**config.mk**
```make
export PLATFORM = sky130hd
export DESIGN_NAME = bdtp_lane
export DESIGN_NICKNAME = d
export VERILOG_FILES = /design/src/rtl/bdtp_pkg.sv /design/src/rtl/bdtp_lane.sv
export SDC_FILE = /design/constraint.sdc
export NUM_CORES = 2
export LEC_CHECK = 0
export BUFFER_PORTS_ARGS = -buffer_cell sky130_fd_sc_hd__buf_2
export CAP_MARGIN = 10
export CORE_ASPECT_RATIO = 0.9
export CORE_MARGIN = 1.5
export CORE_UTILIZATION = 33
export DETAILED_ROUTE_END_ITERATION = 10
export SLEW_MARGIN = 30
export SYNTH_ARGS = -nofsm -noshare
export SYNTH_HDL_FRONTEND = slang
export SYNTH_SLANG_ARGS = --single-unit
```
**constraint.sdc**
```tcl
create_clock -name clk -period 32.5 [get_ports clk]
set_input_delay 0 -clock clk [delete_from_list [all_inputs] [get_ports clk]]
set_output_delay 0 -clock clk [all_outputs]
set_load 0.01 [all_outputs]
```
**src/rtl/bdtp_pkg.sv**
```systemverilog
// shared types, constants and helpers of the balancing drive controller
`default_nettype none
package bdtp_pkg;

  localparam int ERR_W   = 16;
  localparam int TIME_W  = 16;
  localparam int GAIN_W  = 20;
  localparam int GAINS_W = 3 * GAIN_W;
  localparam int VOLT_W  = 16;
  localparam int LIM_W   = 15;
  localparam int INV_W   = 2;
  localparam int CFG_W   = GAINS_W;
  localparam int CFG_IDX_W = 3;

  // product widths of the state-free terms
  localparam int PD_W  = GAIN_W + ERR_W;        // kp*e and kd*e_rate
  localparam int EDT_W = ERR_W + TIME_W + 1;    // e*dt, signed by unsigned
  localparam int INC_W = EDT_W - 4;             // increment after floor to Q.24

  typedef enum logic [CFG_IDX_W-1:0] {
    CFG_BALANCE_GAINS  = 3'd0,
    CFG_POSITION_GAINS = 3'd1,
    CFG_HEADING_GAINS  = 3'd2,
    CFG_VOLTAGE_LIMIT  = 3'd3,
    CFG_WHEEL_INVERT   = 3'd4,
    CFG_FALL_LIMIT     = 3'd5,
    CFG_STEP_TIME_LIM  = 3'd6
  } cfg_idx_t;

  localparam logic [GAINS_W-1:0] BALANCE_GAINS_RST  = 60'd140791175450368;
  localparam logic [GAINS_W-1:0] POSITION_GAINS_RST = '0;
  localparam logic [GAINS_W-1:0] HEADING_GAINS_RST  = '0;
  localparam logic [LIM_W-1:0]   VOLTAGE_LIMIT_RST  = 15'd12288;
  localparam logic [INV_W-1:0]   WHEEL_INVERT_RST   = '0;
  localparam logic [LIM_W-1:0]   FALL_LIMIT_RST     = 15'd6144;
  localparam logic [TIME_W-1:0]  STEP_TIME_LIM_RST  = 16'd32768;

  // per-lane stage control from the top level and the merge stage
  typedef struct packed {
    logic load;   // new request enters the product stage
    logic step;   // product stage moves on to the output register
    logic clear;  // fallen request: integral back to zero
    logic grow;   // anti-windup allows integration
  } lane_ctl_t;

  // width of one loop sum in Q.20 for a given integral width
  function automatic int loop_width(input int iw);
    int t;
    begin
      t = (iw + 9 > PD_W) ? iw + 9 : PD_W;
      return t + 2;
    end
  endfunction

endpackage
`default_nettype wire

```
**src/rtl/bdtp_lane.sv**
```systemverilog
// one pid loop lane: product stage, integral term and saturating integrator
`default_nettype none
module bdtp_lane
  import bdtp_pkg::*;
#(
  parameter int INTEGRAL_WIDTH = 32
) (
  input  wire logic                     clk,
  input  wire logic                     rst_n,
  input  wire lane_ctl_t                ctl,
  input  wire logic [GAINS_W-1:0]       gains,
  input  wire logic signed [ERR_W-1:0]  err,
  input  wire logic signed [ERR_W-1:0]  err_rate,
  input  wire logic [TIME_W-1:0]        dt,
  output logic signed [loop_width(INTEGRAL_WIDTH)-1:0] u
);

  localparam int IW = INTEGRAL_WIDTH;
  localparam int UW = loop_width(INTEGRAL_WIDTH);
  localparam int HW = IW + 8;                      // ki * integral high part
  localparam int LW = GAIN_W + 13;                 // ki * integral low 12 bits
  localparam int SW = ((IW > INC_W) ? IW : INC_W) + 1;

  logic signed [GAIN_W-1:0] kp, ki, kd;
  logic signed [PD_W-1:0]   p_r, d_r;
  logic signed [INC_W-1:0]  inc_r;
  logic signed [EDT_W-1:0]  edt;
  logic signed [IW-1:0]     integ_r, integ_nxt, integ_sat;
  logic signed [HW-1:0]     hi_p;
  logic signed [LW-1:0]     lo_p;
  logic signed [SW-1:0]     integ_sum;
  logic                     sat_ok;

  assign kp = $signed(gains[GAIN_W-1:0]);
  assign ki = $signed(gains[2*GAIN_W-1:GAIN_W]);
  assign kd = $signed(gains[3*GAIN_W-1:2*GAIN_W]);

  assign edt = EDT_W'(err) * $signed({1'b0, dt});

  // state-free products, one multiply level
  always_ff @(posedge clk) begin
    if (ctl.load) begin
      p_r   <= PD_W'(kp) * PD_W'(err);
      d_r   <= PD_W'(kd) * PD_W'(err_rate);
      inc_r <= edt[EDT_W-1:4];
    end
  end

  // integral term floored to q.20, split at bit 12
  assign hi_p = HW'(ki) * HW'($signed(integ_r[IW-1:12]));
  assign lo_p = LW'(ki) * $signed({1'b0, integ_r[11:0]});

  assign u = UW'(p_r) + UW'(hi_p) + UW'($signed(lo_p[LW-1:12])) + UW'(d_r);

  // saturating integrator
  assign integ_sum = SW'(integ_r) + SW'(inc_r);
  assign sat_ok    = (&integ_sum[SW-1:IW-1]) || !(|integ_sum[SW-1:IW-1]);
  assign integ_sat = sat_ok ? integ_sum[IW-1:0]
                   : (integ_sum[SW-1] ? {1'b1, {(IW-1){1'b0}}} : {1'b0, {(IW-1){1'b1}}});

  always_comb begin
    integ_nxt = integ_r;
    if (ctl.step) begin
      if (ctl.clear) begin
        integ_nxt = '0;
      end else if (ctl.grow) begin
        integ_nxt = integ_sat;
      end
    end
  end

  always_ff @(posedge clk) begin
    if (!rst_n) begin
      integ_r <= '0;
    end else begin
      integ_r <= integ_nxt;
    end
  end

endmodule
`default_nettype wire

```
==> flow_metrics.py <==
metrics = {
    "run_status": {
        "status": "finished, final reports clean",
    },
    "synthesis": {
        "synth_area_leaders": "fa_1 49%, inv_1 11%, ha_1 10%",
        "ys_seq_elements": 133,
        "synth_area_leader_cell": "fa_1",
        "async_reset_ff_share_pct": 0,
        "ys.flop_type": "edfxtp_1",
        "yosys_warnings": 0,
        "synth_edf_count": 101,
        "synth_seq_area_share_pct": 5.65,
        "yosys.area.top_type_share_pct": 49.3,
        "netlist_instances": 7092,
        "synth.avg_cell_area_um2": 9.16,
        "syn_nets": 9341,
        "syn_area_mm2": 0.0650,
        "ys_types": 80,
    },
    "placement": {
        "io_buffers": 156,
        "routabilityCongestion": 0.931,
        "dp_hpwl_um": 144000,
        "dp_slack_ps": 18920,
        "placed_area_mm2": 0.0682,
    },
    "cts": {
        "clk_pin_slew_ps": 70,
        "worstSkewPairLatency_ps": 480,
        "cts.repair.resized": 0,
        "cts_max_level": 4,
        "cts_tree": "built",
        "cts_buffers": 17,
        "cts_root_buffer": "clkbuf_16",
        "numClockSinks": 133,
        "cts_buffer_depth": 2,
    },
    "sta": {
        "fin_skew_ps": 25.9,
        "setup_viol": 0,
        "hold_viol": 0,
        "relSlewSlack_pct": 33.3,
        "tns_ps": 0,
        "rsz0062_at_grt": "false",
        "final-max-slew-violation-count": 0,
        "worst_pin_slew_ps": 999,
        "finalWorstSetupSlack_ps": 18340,
        "min_period_ps": 14160,
        "max_freq_mhz": 70.6,
        "fin_crit_sh_pct": 43.6,
    },
    "route": {
        "dr.first_iter.drc_count": 2883,
        "vias_per_cell": 4.79,
        "postRouteWirelength_um": 175000,
        "drc": 0,
        "num_vias": 46100,
        "detail_route.first_pass.iterations": 5,
        "final_antenna_net_count": 0,
        "wl_per_cell_um": 18.2,
    },
    "global_routing": {
        "grt.met1_usage_pct": 25.1,
        "grt_pass1_wl_um": 286000,
        "overflow": 0,
        "grt_max_degree": 71,
        "antenna_found_initial": 12,
        "busiest_layer": "met2",
        "met2_usage_pct": 30.0,
        "grt_use_total_pct": 18.2,
        "grt_pass1_vias": 51000,
        "met3_usage_pct": 1.84,
    },
    "setup_path": {
        "worst-setup-path-type": "flop to primary output",
        "path_common_cell": "fa_1",
        "crit_required_ps": 32500,
        "endpoint_kind": "primary output",
        "crit_fanout": 22,
        "max_stage_delay_ps": 980,
        "critPathSlowestCell": "dfxtp_1",
        "cp.arrival_ps": 14160,
        "critPathLaunchType": "flop",
    },
    "cells_and_area": {
        "layout-drive-gt1-share_pct": 3.82,
        "nets": 9274,
        "n_fill_cell": 20000,
        "syn_to_final_growth_pct": 6.05,
        "design_area_mm2": 0.0689,
    },
    "die": {
        "fp.dieW_um": 471,
        "ios": 157,
        "die_h_um": 424,
        "start_util_pct": 33.2,
        "std_cell_rows": 154,
        "fp.coreArea_mm2": 0.196,
        "dieArea_mm2": 0.200,
    },
    "flow_run": {
        "drv_cap": 0,
    },
    "worst_hold_path": {
        "hold_path.class": "primary input to flop",
    },
}
[per-stage QoR]
| step | hold WS [ps] | std cells | util, % |
|---|---|---|---|
| CTS | 75.4 | 9611 | 35.2 |
| finish | 104 | 9614 | 35.2 |
| floorplan | 112 | 7092 | - |
| detailed placement | 427 | 9575 | 34.9 |
| global route | 90.7 | 9613 | 35.2 |
| global placement | 428 | 9575 | 34.9 |
[metal layers]
layer | wire length, um | vias to the layer above
met5 | 31 | -
met4 | 6470 | 6
met3 | 9130 | 238
met2 | 81300 | 1265
met1 | 78300 | 24000
li1 | - | 20600
[path summary, 6_finish.rpt]
path | startpoint | to | slack, ps | cells after the start
max reg2reg | integ_r[7] | integ_r[9] | 28040 | 12
min | ctl[2] | integ_r[14] | 100 | 5
max | integ_r[4] | u[42] | 18340 | 44
min reg2reg | integ_r[16] | integ_r[16] | 500 | 2
[what timing repair did]
item,4_1_cts,5_1_grt
setup buffers,0,0
endpoints found under the hold margin,39,0
hold buffers,4,0
[synth_stat cells, drive strengths merged (3+ instances only)]
| cell | instances |
|---|---|
| nor4 | 25 |
| xnor2 | 159 |
| and2 | 552 |
| a221oi | 11 |
| ha | 533 |
| o221ai | 5 |
| a21o | 84 |
| nor2 | 102 |
| fa | 1602 |
| a2111oi | 4 |
| dfxtp | 32 |
| a311oi | 4 |
| a21oi | 159 |
| o21bai | 27 |
| a21boi | 6 |
| a211o | 5 |
| a31oi | 13 |
| nor3b | 7 |
| o211ai | 8 |
| nor3 | 17 |
| o311ai | 3 |
| clkbuf | 288 |
| buf | 7 |
| nand4 | 23 |
| or3 | 9 |
| nor2b | 22 |
| edfxtp | 101 |
| or2 | 5 |
| a31o | 3 |
| and4 | 5 |
| o22ai | 3 |
| a211oi | 12 |
| and3 | 14 |
| nand2 | 1018 |
| nand2b | 91 |
| inv | 1891 |
| a21bo | 3 |
| o21ai | 95 |
| o21a | 20 |
| nand3 | 32 |
| xor2 | 41 |
| o31ai | 11 |
| o2111ai | 4 |
[placed cells by master (no fill, tap or decap), drive strengths merged, types with 22 or more instances in the layout]
cell,synthesis,routed
inv,1891,1900
fa,1602,1602
nand2,1018,1018
and2,552,552
ha,533,533
buf,7,205
xnor2,159,159
a21oi,159,159
nor2,102,102
edfxtp,101,101
o21ai,95,95
nand2b,91,91
a21o,84,84
xor2,41,41
nand3,32,32
dfxtp,32,32
o21bai,27,27
nor4,25,25
nand4,23,23
nor2b,22,22
[sequential cells by signal (all words and copies together) (netlist names)]
| signal | flops |
|---|---|
| d_r | 36 |
| inc_r | 29 |
| integ_r | 32 |
| p_r | 36 |
[cell type report]
cell class	count	area, um2	area share, %
tap	2574	3220	4.67
antenna	2	5.00	0.00726
timing repair buffer	209	1210	1.76
inverter	1892	7100	10.3
clock buffer	17	425	0.617
multi-input combinational	4772	53100	77.0
clock inverter	15	180	0.261
sequential	133	3680	5.34
[critical path: cells and delay by family, from the launching register on]
family	cells	cell delay [ps]
AOI/OAI and AO/OA	15	4420
xor gates and xnor gates	2	350
adders and majority gates	14	6540
buffers and inverters	9	770
DFF	1	980
and+or+nand+nor	4	590
[kinds of logic after synthesis]
| group | after synthesis | share of synthesized area (%) |
|---|---|---|
| multiplexers | 2 | 0.0308 |
| buffers and inverters | 2187 | 12.7 |
| AO/OA/AOI/OAI | 503 | 5.02 |
| AND/OR/NAND/NOR | 1932 | 14.3 |
| flip-flops | 133 | 5.65 |
| adder cells (fa/ha/maj) | 2135 | 59.6 |
| XOR/XNOR | 200 | 2.70 |
Power is not shown: default switching activity piles up to over one toggle a cycle in this logic, so the estimate is an artifact.
