==> config.mk <==
export PLATFORM = sky130hd
export DESIGN_NAME = bdtp_merge
export DESIGN_NICKNAME = d
export VERILOG_FILES = /design/src/rtl/bdtp_pkg.sv /design/src/rtl/bdtp_merge.sv
export SDC_FILE = /design/constraint.sdc
export NUM_CORES = 1
export LEC_CHECK = 0
export BUFFER_PORTS_ARGS = -buffer_cell sky130_fd_sc_hd__clkbuf_2
export CORE_MARGIN = 5
export CORE_UTILIZATION = 60
export DETAILED_ROUTE_END_ITERATION = 8
export GPL_ROUTABILITY_DRIVEN = 1
export PLACE_DENSITY = 0.82
export RECOVER_POWER = 25
export SLEW_MARGIN = 40
export SYNTH_ARGS = -nofsm -noshare
export SYNTH_HDL_FRONTEND = slang
export SYNTH_SLANG_ARGS = --single-unit
==> constraint.sdc <==
create_clock -name vclk -period 10.9
set_clock_uncertainty 0.15 [all_clocks]
set_input_delay 0.545 -clock vclk [all_inputs]
set_output_delay 0.545 -clock vclk [all_outputs]
set_load 0.01 [all_outputs]
==> src/rtl/bdtp_pkg.sv <==
// shared types, constants and helpers of the balancing drive controller
`default_nettype none
package bdtp_pkg;

  localparam int ERR_W   = 16;
  localparam int TIME_W  = 16;
  localparam int GAIN_W  = 20;
  localparam int GAINS_W = 3 * GAIN_W;
  localparam int VOLT_W  = 16;
  localparam int LIM_W   = 15;
  localparam int INV_W   = 2;
  localparam int CFG_W   = GAINS_W;
  localparam int CFG_IDX_W = 3;

  // product widths of the state-free terms
  localparam int PD_W  = GAIN_W + ERR_W;        // kp*e and kd*e_rate
  localparam int EDT_W = ERR_W + TIME_W + 1;    // e*dt, signed by unsigned
  localparam int INC_W = EDT_W - 4;             // increment after floor to Q.24

  typedef enum logic [CFG_IDX_W-1:0] {
    CFG_BALANCE_GAINS  = 3'd0,
    CFG_POSITION_GAINS = 3'd1,
    CFG_HEADING_GAINS  = 3'd2,
    CFG_VOLTAGE_LIMIT  = 3'd3,
    CFG_WHEEL_INVERT   = 3'd4,
    CFG_FALL_LIMIT     = 3'd5,
    CFG_STEP_TIME_LIM  = 3'd6
  } cfg_idx_t;

  localparam logic [GAINS_W-1:0] BALANCE_GAINS_RST  = 60'd140791175450368;
  localparam logic [GAINS_W-1:0] POSITION_GAINS_RST = '0;
  localparam logic [GAINS_W-1:0] HEADING_GAINS_RST  = '0;
  localparam logic [LIM_W-1:0]   VOLTAGE_LIMIT_RST  = 15'd12288;
  localparam logic [INV_W-1:0]   WHEEL_INVERT_RST   = '0;
  localparam logic [LIM_W-1:0]   FALL_LIMIT_RST     = 15'd6144;
  localparam logic [TIME_W-1:0]  STEP_TIME_LIM_RST  = 16'd32768;

  // per-lane stage control from the top level and the merge stage
  typedef struct packed {
    logic load;   // new request enters the product stage
    logic step;   // product stage moves on to the output register
    logic clear;  // fallen request: integral back to zero
    logic grow;   // anti-windup allows integration
  } lane_ctl_t;

  // width of one loop sum in Q.20 for a given integral width
  function automatic int loop_width(input int iw);
    int t;
    begin
      t = (iw + 9 > PD_W) ? iw + 9 : PD_W;
      return t + 2;
    end
  endfunction

endpackage
`default_nettype wire

==> src/rtl/bdtp_merge.sv <==
// merge stage: wheel mixing, inversion, clamping and anti-windup decision
`default_nettype none
module bdtp_merge
  import bdtp_pkg::*;
#(
  parameter int LOOP_W = 43
) (
  input  wire logic signed [LOOP_W-1:0] ub,
  input  wire logic signed [LOOP_W-1:0] up,
  input  wire logic signed [LOOP_W-1:0] uy,
  input  wire logic [LIM_W-1:0]         voltage_limit,
  input  wire logic [INV_W-1:0]         wheel_invert,
  input  wire logic                     fallen,
  output logic signed [VOLT_W-1:0]      left_voltage,
  output logic signed [VOLT_W-1:0]      right_voltage,
  output logic                          grow
);

  localparam int WW = LOOP_W + 3;

  logic signed [WW-1:0]     vr, vl, vr_i, vl_i, lim, nlim;
  logic signed [VOLT_W-1:0] pos_v, neg_v, wl, wr;
  logic                     in_l, in_r;

  assign vr   = WW'(ub) + WW'(up) + WW'(uy);
  assign vl   = WW'(ub) + WW'(up) - WW'(uy);
  assign vl_i = wheel_invert[0] ? -vl : vl;
  assign vr_i = wheel_invert[1] ? -vr : vr;

  assign lim  = WW'($signed({1'b0, voltage_limit, 10'b0}));
  assign nlim = -lim;

  assign in_l = (vl_i < lim) && (vl_i > nlim);
  assign in_r = (vr_i < lim) && (vr_i > nlim);
  assign grow = in_l && in_r;

  assign pos_v = $signed({1'b0, voltage_limit});
  assign neg_v = -pos_v;

  always_comb begin
    if (vl_i > lim) begin
      wl = pos_v;
    end else if (vl_i < nlim) begin
      wl = neg_v;
    end else begin
      wl = vl_i[VOLT_W+9:10];
    end
    if (vr_i > lim) begin
      wr = pos_v;
    end else if (vr_i < nlim) begin
      wr = neg_v;
    end else begin
      wr = vr_i[VOLT_W+9:10];
    end
  end

  assign left_voltage  = fallen ? '0 : wl;
  assign right_voltage = fallen ? '0 : wr;

endmodule
`default_nettype wire

==> flow_summary.ini, run 1 <==
[run_status]
status = finished, final reports clean

[power_and_ir_drop]
vdd_drop_max_mv = 0.05975
p_sw_w = 0.001603
switching_share_pct = 62.81
p_total_w = 0.002553
power_density_nw_per_um2 = 164.5
p_clk_share_pct = 0
pwr-share-seq_pct = 0
cell_internal_pwr_w = 0.0009493
power_frac_comb_pct = 100.0
p_leak_nw = 7.067

[route]
vias = 16970
firstDrtPassIters = 6
drc = 0
via_per_inst = 6.686
wl_microns = 49090
ant_nets = 0
drtIter0Drc = 2327
wire_per_inst_microns = 19.34

[floorplan]
initial_core_util_pct = 60.77
die_h_microns = 164.2
core_sq_um = 23470
rows = 56
io_pins = 180
die_width_microns = 164.2
die_area_sq_um = 26960

[finish]
final_area_sq_um = 15520
seq_area_sq_um = 0
clock_buffers = 0
seq_cells = 0
drive_above_1_share_pct = 11.94
area_delta_synth_final_pct = 8.780
num_antenna_cells = 0
final_cells = 2538
nets = 2608
n_fill_cell = 2150

[synthesis]
synthCells = 2097
synth_top_area_share_pct = 20.79
yosysUniqueCellTypes = 92
synth_top_cells_by_area = ha_1 21%, xnor2_1 8.5%, a21oi_1 5.9%
synth_most_common_cell = ha_1
yosysTopAreaCell = ha_1
syn-num-nets = 2484
syn_area_per_cell_sq_um = 6.802
ys_warn_count = 0
syn_area_sq_um = 14260
synth_seq_area_share_pct = 0
synth_commonest_cells = 237 x ha_1, 171 x nor2_1, 169 x a21oi_1

[placed_design]
io_buffers = 180
gp_congestion = 0.9877
dp_hpwl_microns = 41740
dp_slack_ps = 229.4
place_area_sq_um = 15410
placed_cells = 2535

[min_path]
min_path_type = input pin to primary output
hold_path_depth = 4

[setup_path]
cp.required_ps = 10210
slowest_stage = or4_1
cp_common_cell = a21oi_1
max_stage_delay_ps = 490
start_kind = input pin
worst-setup-path-type = input pin to primary output
path_buf_inv = 3
worstPathArrival_ps = 9730
crit_fanout = 30
crit_family = compound AO/OA/AOI/OAI gates
end_kind = primary output
cp_num_cells = 42

[timing]
tightest_slew_ps = 807.4
min_period_ps = 10430
period_share_pct = 95.68
final_max_slew_viol_count = 0
setup_viol = 0
setup_ws_ps = 471.1
finalHoldViolations = 0
max_freq_mhz = 95.89
slew_headroom_pct = 46.06

[global_routing]
grt_pass1_vias = 15260
grt_max_degree = 48
grt_use_total_pct = 34.36
antenna_found_initial = 0
grt_first_pass_wirelength_microns = 77650
overflow = 0

[flow_run]
drv_cap = 0

[clock_tree]
cts_hold_buffers = 0
## per-layer routing
layer  share of wire, %  global-route usage (%)  wire length, microns
met1                 45                   51.41                 22280
met3                9.6                   2.409                  4701
met2                 43                   54.08                 21050
met5                  0                       0                     0
met4                2.2                   6.634                  1062
## power by group through the flow
stage                     Combinational (W)  Sequential [W]  Clock, W
after floorplan                     0.00180               0         0
after global routing                0.00278               0         0
after global placement              0.00239               0         0
after detailed placement            0.00244               0         0
after CTS                           0.00245               0         0
final                               0.00255               0         0
## final cells by class
| type | count | area, sq um | share of cell area (%) |
|---|---|---|---|
| inverters | 144 | 540.5 | 3.484 |
| well taps | 319 | 399.1 | 2.572 |
| repair buffers | 207 | 1112 | 7.169 |
| multi-input cells | 1868 | 13460 | 86.78 |
## worst paths after layout
path / endpoint / start / slack, ps
setup / recovery: left_voltage[2] / ub[1] / 470
hold / removal: left_voltage[7] / voltage_limit[7] / 1340
## logic make-up (layout without fill, tap and decap cells)
family,after synthesis,in the layout,share of synthesized area [%]
and+or+nand+nor,719,719,26.34
buffers and inverters,229,351,6.281
xor gates and xnor gates,176,176,10.86
adders and majority gates,240,240,21.21
AOI/OAI and AO/OA,701,701,33.03
muxes,32,32,2.281
## repair_timing
item | 4_1_cts | 5_1_grt
resized for setup | 0 | 17
setup buffers | 0 | 3
setup endpoints to repair | 0 | 33
## layout by cell type, fill, tap and decap left out, drive strengths merged, types with 15 or more instances in the layout
cell	count
or3	38
o31ai	51
nand2	123
nand4	42
o21ai	150
o211ai	18
mux2i	28
or2	30
nor2	171
and3	18
inv	143
xor2	37
nor2b	36
nand3	46
a31oi	15
a2111oi	15
o21bai	23
ha	237
and2	23
or4	20
a21o	72
a21oi	169
nor4	33
buf	28
a211oi	29
nand2b	28
xnor2	139
o21a	36
clkbuf	179
nor3	73
## metrics by stage
stage | util [%] | setup TNS [ps] | hold WS (ps)
floorplan | - | 0 | 1087
global placement | 65.62 | 0 | 1333
detailed placement | 65.67 | 0 | 1329
CTS | 65.67 | 0 | 1333
global route | 66.10 | -108.3 | 1373
finish | 66.10 | 0 | 1337
No activity file was read; power rests on OpenSTA's default activity.
==> run 2, diff against run 1 <==
--- a/config.mk
+++ b/config.mk
@@ -6,11 +6,11 @@
 export NUM_CORES = 1
 export LEC_CHECK = 0
 export BUFFER_PORTS_ARGS = -buffer_cell sky130_fd_sc_hd__clkbuf_2
-export CORE_MARGIN = 5
+export CAP_MARGIN = 20
 export CORE_UTILIZATION = 60
 export DETAILED_ROUTE_END_ITERATION = 8
 export GPL_ROUTABILITY_DRIVEN = 1
-export PLACE_DENSITY = 0.82
+export PLACE_DENSITY = 0.8
 export RECOVER_POWER = 25
 export SLEW_MARGIN = 40
 export SYNTH_ARGS = -nofsm -noshare
==> run 2 against run 1 <==
  * Non-clock buffer count unchanged
  * First-iteration DRC count decreased by 9.7%
  * Critical path depth decreased by 2
  * Design area is 0.15% higher
  * Maximum frequency up 2.6%
  * Setup slack improved by 270 ps
  * Count of clock-buffer cells in the layout stayed put
  * Global-route usage increased by 2.0 points
  * Total power is 0.60% lower
  * Critical endpoint is now left_voltage[3]
  * Highest routed layer unchanged
==> flow_summary.ini, run 2 (synthesis results as in run 1) <==
[route]
drtIter0Drc = 2102
ant_nets = 0
via_per_inst = 6.599
firstDrtPassIters = 6
wl_microns = 46360
wire_per_inst_microns = 18.27
drc = 0
vias = 16750

[setup_path]
max_stage_delay_ps = 630
path_buf_inv = 3
end_kind = primary output
worstPathArrival_ps = 9470
start_kind = input pin
cp.required_ps = 10210
crit_fanout = 30
slowest_stage = a211oi_1
cp_common_cell = a21oi_1
crit_family = compound AO/OA/AOI/OAI gates
worst-setup-path-type = input pin to primary output

[global_routing]
overflow = 0
grt_use_total_pct = 36.41
antenna_found_initial = 0
grt_first_pass_wirelength_microns = 73510
grt_max_degree = 48
grt_pass1_vias = 14630

[timing]
slew_headroom_pct = 43.42
setup_viol = 0
period_share_pct = 93.22
max_freq_mhz = 98.42
min_period_ps = 10160
setup_ws_ps = 739.0
finalHoldViolations = 0
final_max_slew_viol_count = 0
tightest_slew_ps = 842.7
rsz0062_at_grt = no
finalSetupTns_ps = 0

[floorplan]
core_sq_um = 23400
die_h_microns = 156.2
initial_core_util_pct = 60.95
die_area_sq_um = 24390
die_width_microns = 156.2
rows = 56
io_pins = 180

[placed_design]
place_area_sq_um = 15440
dp_slack_ps = 124.3
gp_congestion = 0.9903
io_buffers = 180
dp_hpwl_microns = 39060

[finish]
layout_commonest_cell = ha_1
n_fill_cell = 2232
nets = 2608
num_antenna_cells = 0
multiInputGateArea_sq_um = 13490
drive_above_1_share_pct = 12.08
final_cell_mix = 235 x ha_1, 176 x clkbuf_2, 170 x nor2_1, 168 x a21oi_1, 142 x inv_1
area_delta_synth_final_pct = 8.947
clock_buffers = 0
seq_cells = 0
final_area_sq_um = 15540
seq_area_sq_um = 0

[run_status]
status = finished, final reports clean

[power_and_ir_drop]
vdd_drop_max_mv = 0.05888
power_density_nw_per_um2 = 163.3
p_leak_nw = 7.076

[min_path]
min_path_type = input pin to primary output

[clock_tree]
cts_hold_buffers = 0

[flow_run]
drv_cap = 0
[run 2: final cells by class]
class,instances,area share [%]
inverters,144,3.478
repair buffers,207,7.158
well taps,319,2.568
multi-input cells,1868,86.80
[run 2: per-stage QoR]
step	util, %	hold WS (ps)	cells	power, W
global route	66.40	1344	2538	0.002763
finish	66.40	1332	2538	0.002537
global placement	65.85	1313	2535	0.002369
detailed placement	65.98	1327	2535	0.002427
floorplan	-	1087	2097	0.001796
CTS	65.98	1330	2535	0.002439
[run 2: worst paths after layout]
kind | from | to | slack (ps) | cells past startpoint
setup / recovery | ub[1] | left_voltage[3] | 740 | 40
hold / removal | voltage_limit[5] | left_voltage[5] | 1330 | 4
[run 2: layer usage]
metal	vias to the layer above	part of all wire (%)	track usage [%]	wire length, microns
met5	-	0	0	0
met4	0	1.7	7.003	783
met3	71	7.8	2.222	3606
met2	802	43	57.93	20120
met1	7785	47	53.47	21850
li1	8090	-	-	-
[run 2: what timing repair did]
item,in CTS,in global routing
endpoints found under the setup margin,0,33
setup buffers,0,2
gates resized for setup,0,23
[run 2: power breakdown]
part	switching [W]	total [W]	internal, W
Clock	0	0	0
Combinational	0.00159	0.00254	0.000950
Sequential	0	0	0
==> run 3, diff against run 2 <==
==> constraint.sdc (replaced) <==
create_clock -name vclk -period 10.9
set_clock_uncertainty 0.15 [all_clocks]
set_input_delay 2.725 -clock vclk [all_inputs]
set_output_delay 2.725 -clock vclk [all_outputs]
set_load 0.01 [all_outputs]
==> run 3 against run 2 <==
  * Synthesized cell count stayed put
  * Synthesized area stayed put
  * The flow now stops in global routing (5_1_grt)
==> flow_summary.ini, run 3 <==
[run_status]
status = aborted with a tool error
haltStage = global routing (5_1_grt)
error = [ERROR GRT-0116] Global routing finished with congestion. Check the congestion regions in the DRC Viewer.

[placed_design]
dp_hpwl_microns = 56390
io_buffers = 180
dp_slack_ps = -3225
gp_congestion = 1.062

[global_routing]
grt_use_total_pct = 95.51
overflow = 1158
grt_first_pass_wirelength_microns = 183900
grt_pass1_vias = 30660
grt_max_degree = 48

[synthesis]
yosysUniqueCellTypes = 92
syn_area_sq_um = 14260
synth_commonest_cells = 237 x ha_1, 171 x nor2_1, 169 x a21oi_1
ys_warn_count = 0
synth_most_common_cell = ha_1
syn-num-nets = 2484
syn_area_per_cell_sq_um = 6.802
synthCells = 2097
yosysTopAreaCell = ha_1
synth_top_area_share_pct = 20.79
synth_seq_area_share_pct = 0
synth_top_cells_by_area = ha_1 21%, xnor2_1 8.5%, a21oi_1 5.9%

[floorplan]
io_pins = 180
rows = 56
initial_core_util_pct = 60.95
die_width_microns = 156.2
die_h_microns = 156.2
## run 3: cell counts after synthesis
Identical to the previous run, type by type.
## run 3: repair_timing
action / in CTS
hold buffers: 0
pin swaps: 96
gates resized for setup: 209
endpoints found under the setup margin: 33
buffers inserted: 64
cloned: 4
## run 3: cell families after synthesis
kind of cell	synth area share [%]
muxes	2.281
buffers and inverters	6.281
and+or+nand+nor	26.34
AOI/OAI and AO/OA	33.03
adders and majority gates	21.21
xor gates and xnor gates	10.86
## run 3: through the flow
| stage | instances | TNS [ps] | instance area, sq um | util (%) |
|---|---|---|---|---|
| after global placement | 3237 | -78810 | 21180 | 90.48 |
| after detailed placement | 3237 | -99550 | 21180 | 90.48 |
| after CTS | 3303 | -82630 | 22740 | 97.16 |
| after floorplan | 2097 | -56070 | 14850 | - |
## run 3: per-layer routing
metal,overflow,GRT usage [%]
met1,30,88.49
met2,778,115.8
met3,27,77.81
met4,320,110.7
met5,3,49.69
==> run 4, diff against run 3 <==
--- a/config.mk
+++ b/config.mk
@@ -7,10 +7,10 @@
 export LEC_CHECK = 0
 export BUFFER_PORTS_ARGS = -buffer_cell sky130_fd_sc_hd__clkbuf_2
 export CAP_MARGIN = 20
-export CORE_UTILIZATION = 60
+export CORE_UTILIZATION = 40
 export DETAILED_ROUTE_END_ITERATION = 8
 export GPL_ROUTABILITY_DRIVEN = 1
-export PLACE_DENSITY = 0.8
+export PLACE_DENSITY_LB_ADDON = 0.15
 export RECOVER_POWER = 25
 export SLEW_MARGIN = 40
 export SYNTH_ARGS = -nofsm -noshare
==> run 4 against run 3 <==
  * The flow now finishes, with violations (setup timing)
==> flow_summary.ini, run 4 (synthesis results as in run 1) <==
[timing]
setup_ws_ps = -2628
max_freq_mhz = 73.92
finalHoldViolations = 0
min_period_ps = 13530
hold_slack_ps = 5717
final_max_slew_viol_count = 0
rsz0062_at_grt = yes
slew_headroom_pct = 40.93
setup_viol = 33
tightest_slew_ps = 879.3
period_share_pct = 124.1

[route]
drc = 0
firstDrtPassIters = 6
wire_per_inst_microns = 17.42
drtIter0Drc = 1279
wl_microns = 61240
ant_nets = 0
via_per_inst = 5.653
vias = 19870

[floorplan]
core_sq_um = 34800
io_pins = 180
die_area_sq_um = 36420
die_h_microns = 190.8
die_width_microns = 190.8
rows = 68
initial_core_util_pct = 40.99

[setup_path]
worstPathArrival_ps = 10650
max_stage_delay_ps = 560
worst-setup-path-type = input pin to primary output
path_buf_inv = 7
crit_family = compound AO/OA/AOI/OAI gates
end_kind = primary output
crit_fanout = 7
slowest_stage = or4_4
cp_num_cells = 41
start_kind = input pin
startpoint = ub[1]
cp.required_ps = 8030

[finish]
nets = 3449
clock_buffers = 0
seq_area_sq_um = 0
area_delta_synth_final_pct = 69.53
drive_above_1_share_pct = 45.78
utilization_pct = 69.49
num_antenna_cells = 0
final_cell_mix = 832 x buf_4, 222 x ha_1, 150 x nor2_1, 149 x clkbuf_2, 136 x inv_1
layout_commonest_cell = buf_4
seq_cells = 0
final_area_sq_um = 24180

[placed_design]
io_buffers = 180
place_area_sq_um = 21710
dp_hpwl_microns = 50450
gp_congestion = 0.9616

[global_routing]
grt_pass1_vias = 18610
overflow = 0
grt_use_met1_pct = 44.70
grt_use_total_pct = 31.34
grt_use_met3_pct = 1.067
grt_first_pass_wirelength_microns = 93750
use_met2_pct = 52.22
grt_max_degree = 48
antenna_found_initial = 0
gr-max-usage-layer = met2

[power_and_ir_drop]
p_leak_nw = 11.71
vdd_drop_max_mv = 0.08494
p_total_w = 0.004220
power_density_nw_per_um2 = 174.5

[min_path]
min_path_type = input pin to primary output
hold_path_depth = 4
hold_start = voltage_limit[5]

[flow_run]
drv_cap = 0

[run_status]
violations = setup timing
status = finished, violations left
==> run 4: area by class of cell <==
| class | instances | area, sq um |
|---|---|---|
| multi-input cells | 1868 | 15370 |
| well taps | 455 | 569.3 |
| repair buffers | 1048 | 7682 |
| fillers | 3005 | 10620 |
| inverters | 144 | 555.5 |
==> run 4: tightest hold or removal path, stage by stage <==
cell,delay [ps]
clkbuf_2,120
o21ai_1,110
a21oi_2,60
buf_2,130
==> run 4: worst paths after layout <==
| kind | to | slack, ps |
|---|---|---|
| worst min-delay path | left_voltage[5] | 5720 |
| worst max-delay path | left_voltage[10] | -2630 |
==> run 4: stage by stage <==
step / setup TNS (ps) / setup slack [ps] / std cells
final: -83680 / -2628 / 3515
after global routing: -94310 / -2974 / 3515
after CTS: -79250 / -2497 / 3471
after detailed placement: -85790 / -2718 / 3419
after global placement: -82360 / -2603 / 3419
after floorplan: -56070 / -1799 / 2097
==> run 4: timing repair <==
item                                   CTS  global route
setup endpoints to repair               33            33
endpoints found under the hold margin    0             0
buffers inserted                        50            43
cloned                                   2             3
resized for setup                      158           243
pin swaps                               61           136
hold buffers                             0             0
==> run 4: power breakdown <==
| part | switching, W | total (W) | internal (W) |
|---|---|---|---|
| combinational | 0.00212 | 0.00422 | 0.00210 |
| sequential | 0 | 0 | 0 |
| clock | 0 | 0 | 0 |
==> run 4: layer usage <==
layer,wire (microns),up-vias
li1,-,9750
met1,28670,9373
met2,27960,641
met3,3117,105
met4,1489,0
met5,0,-
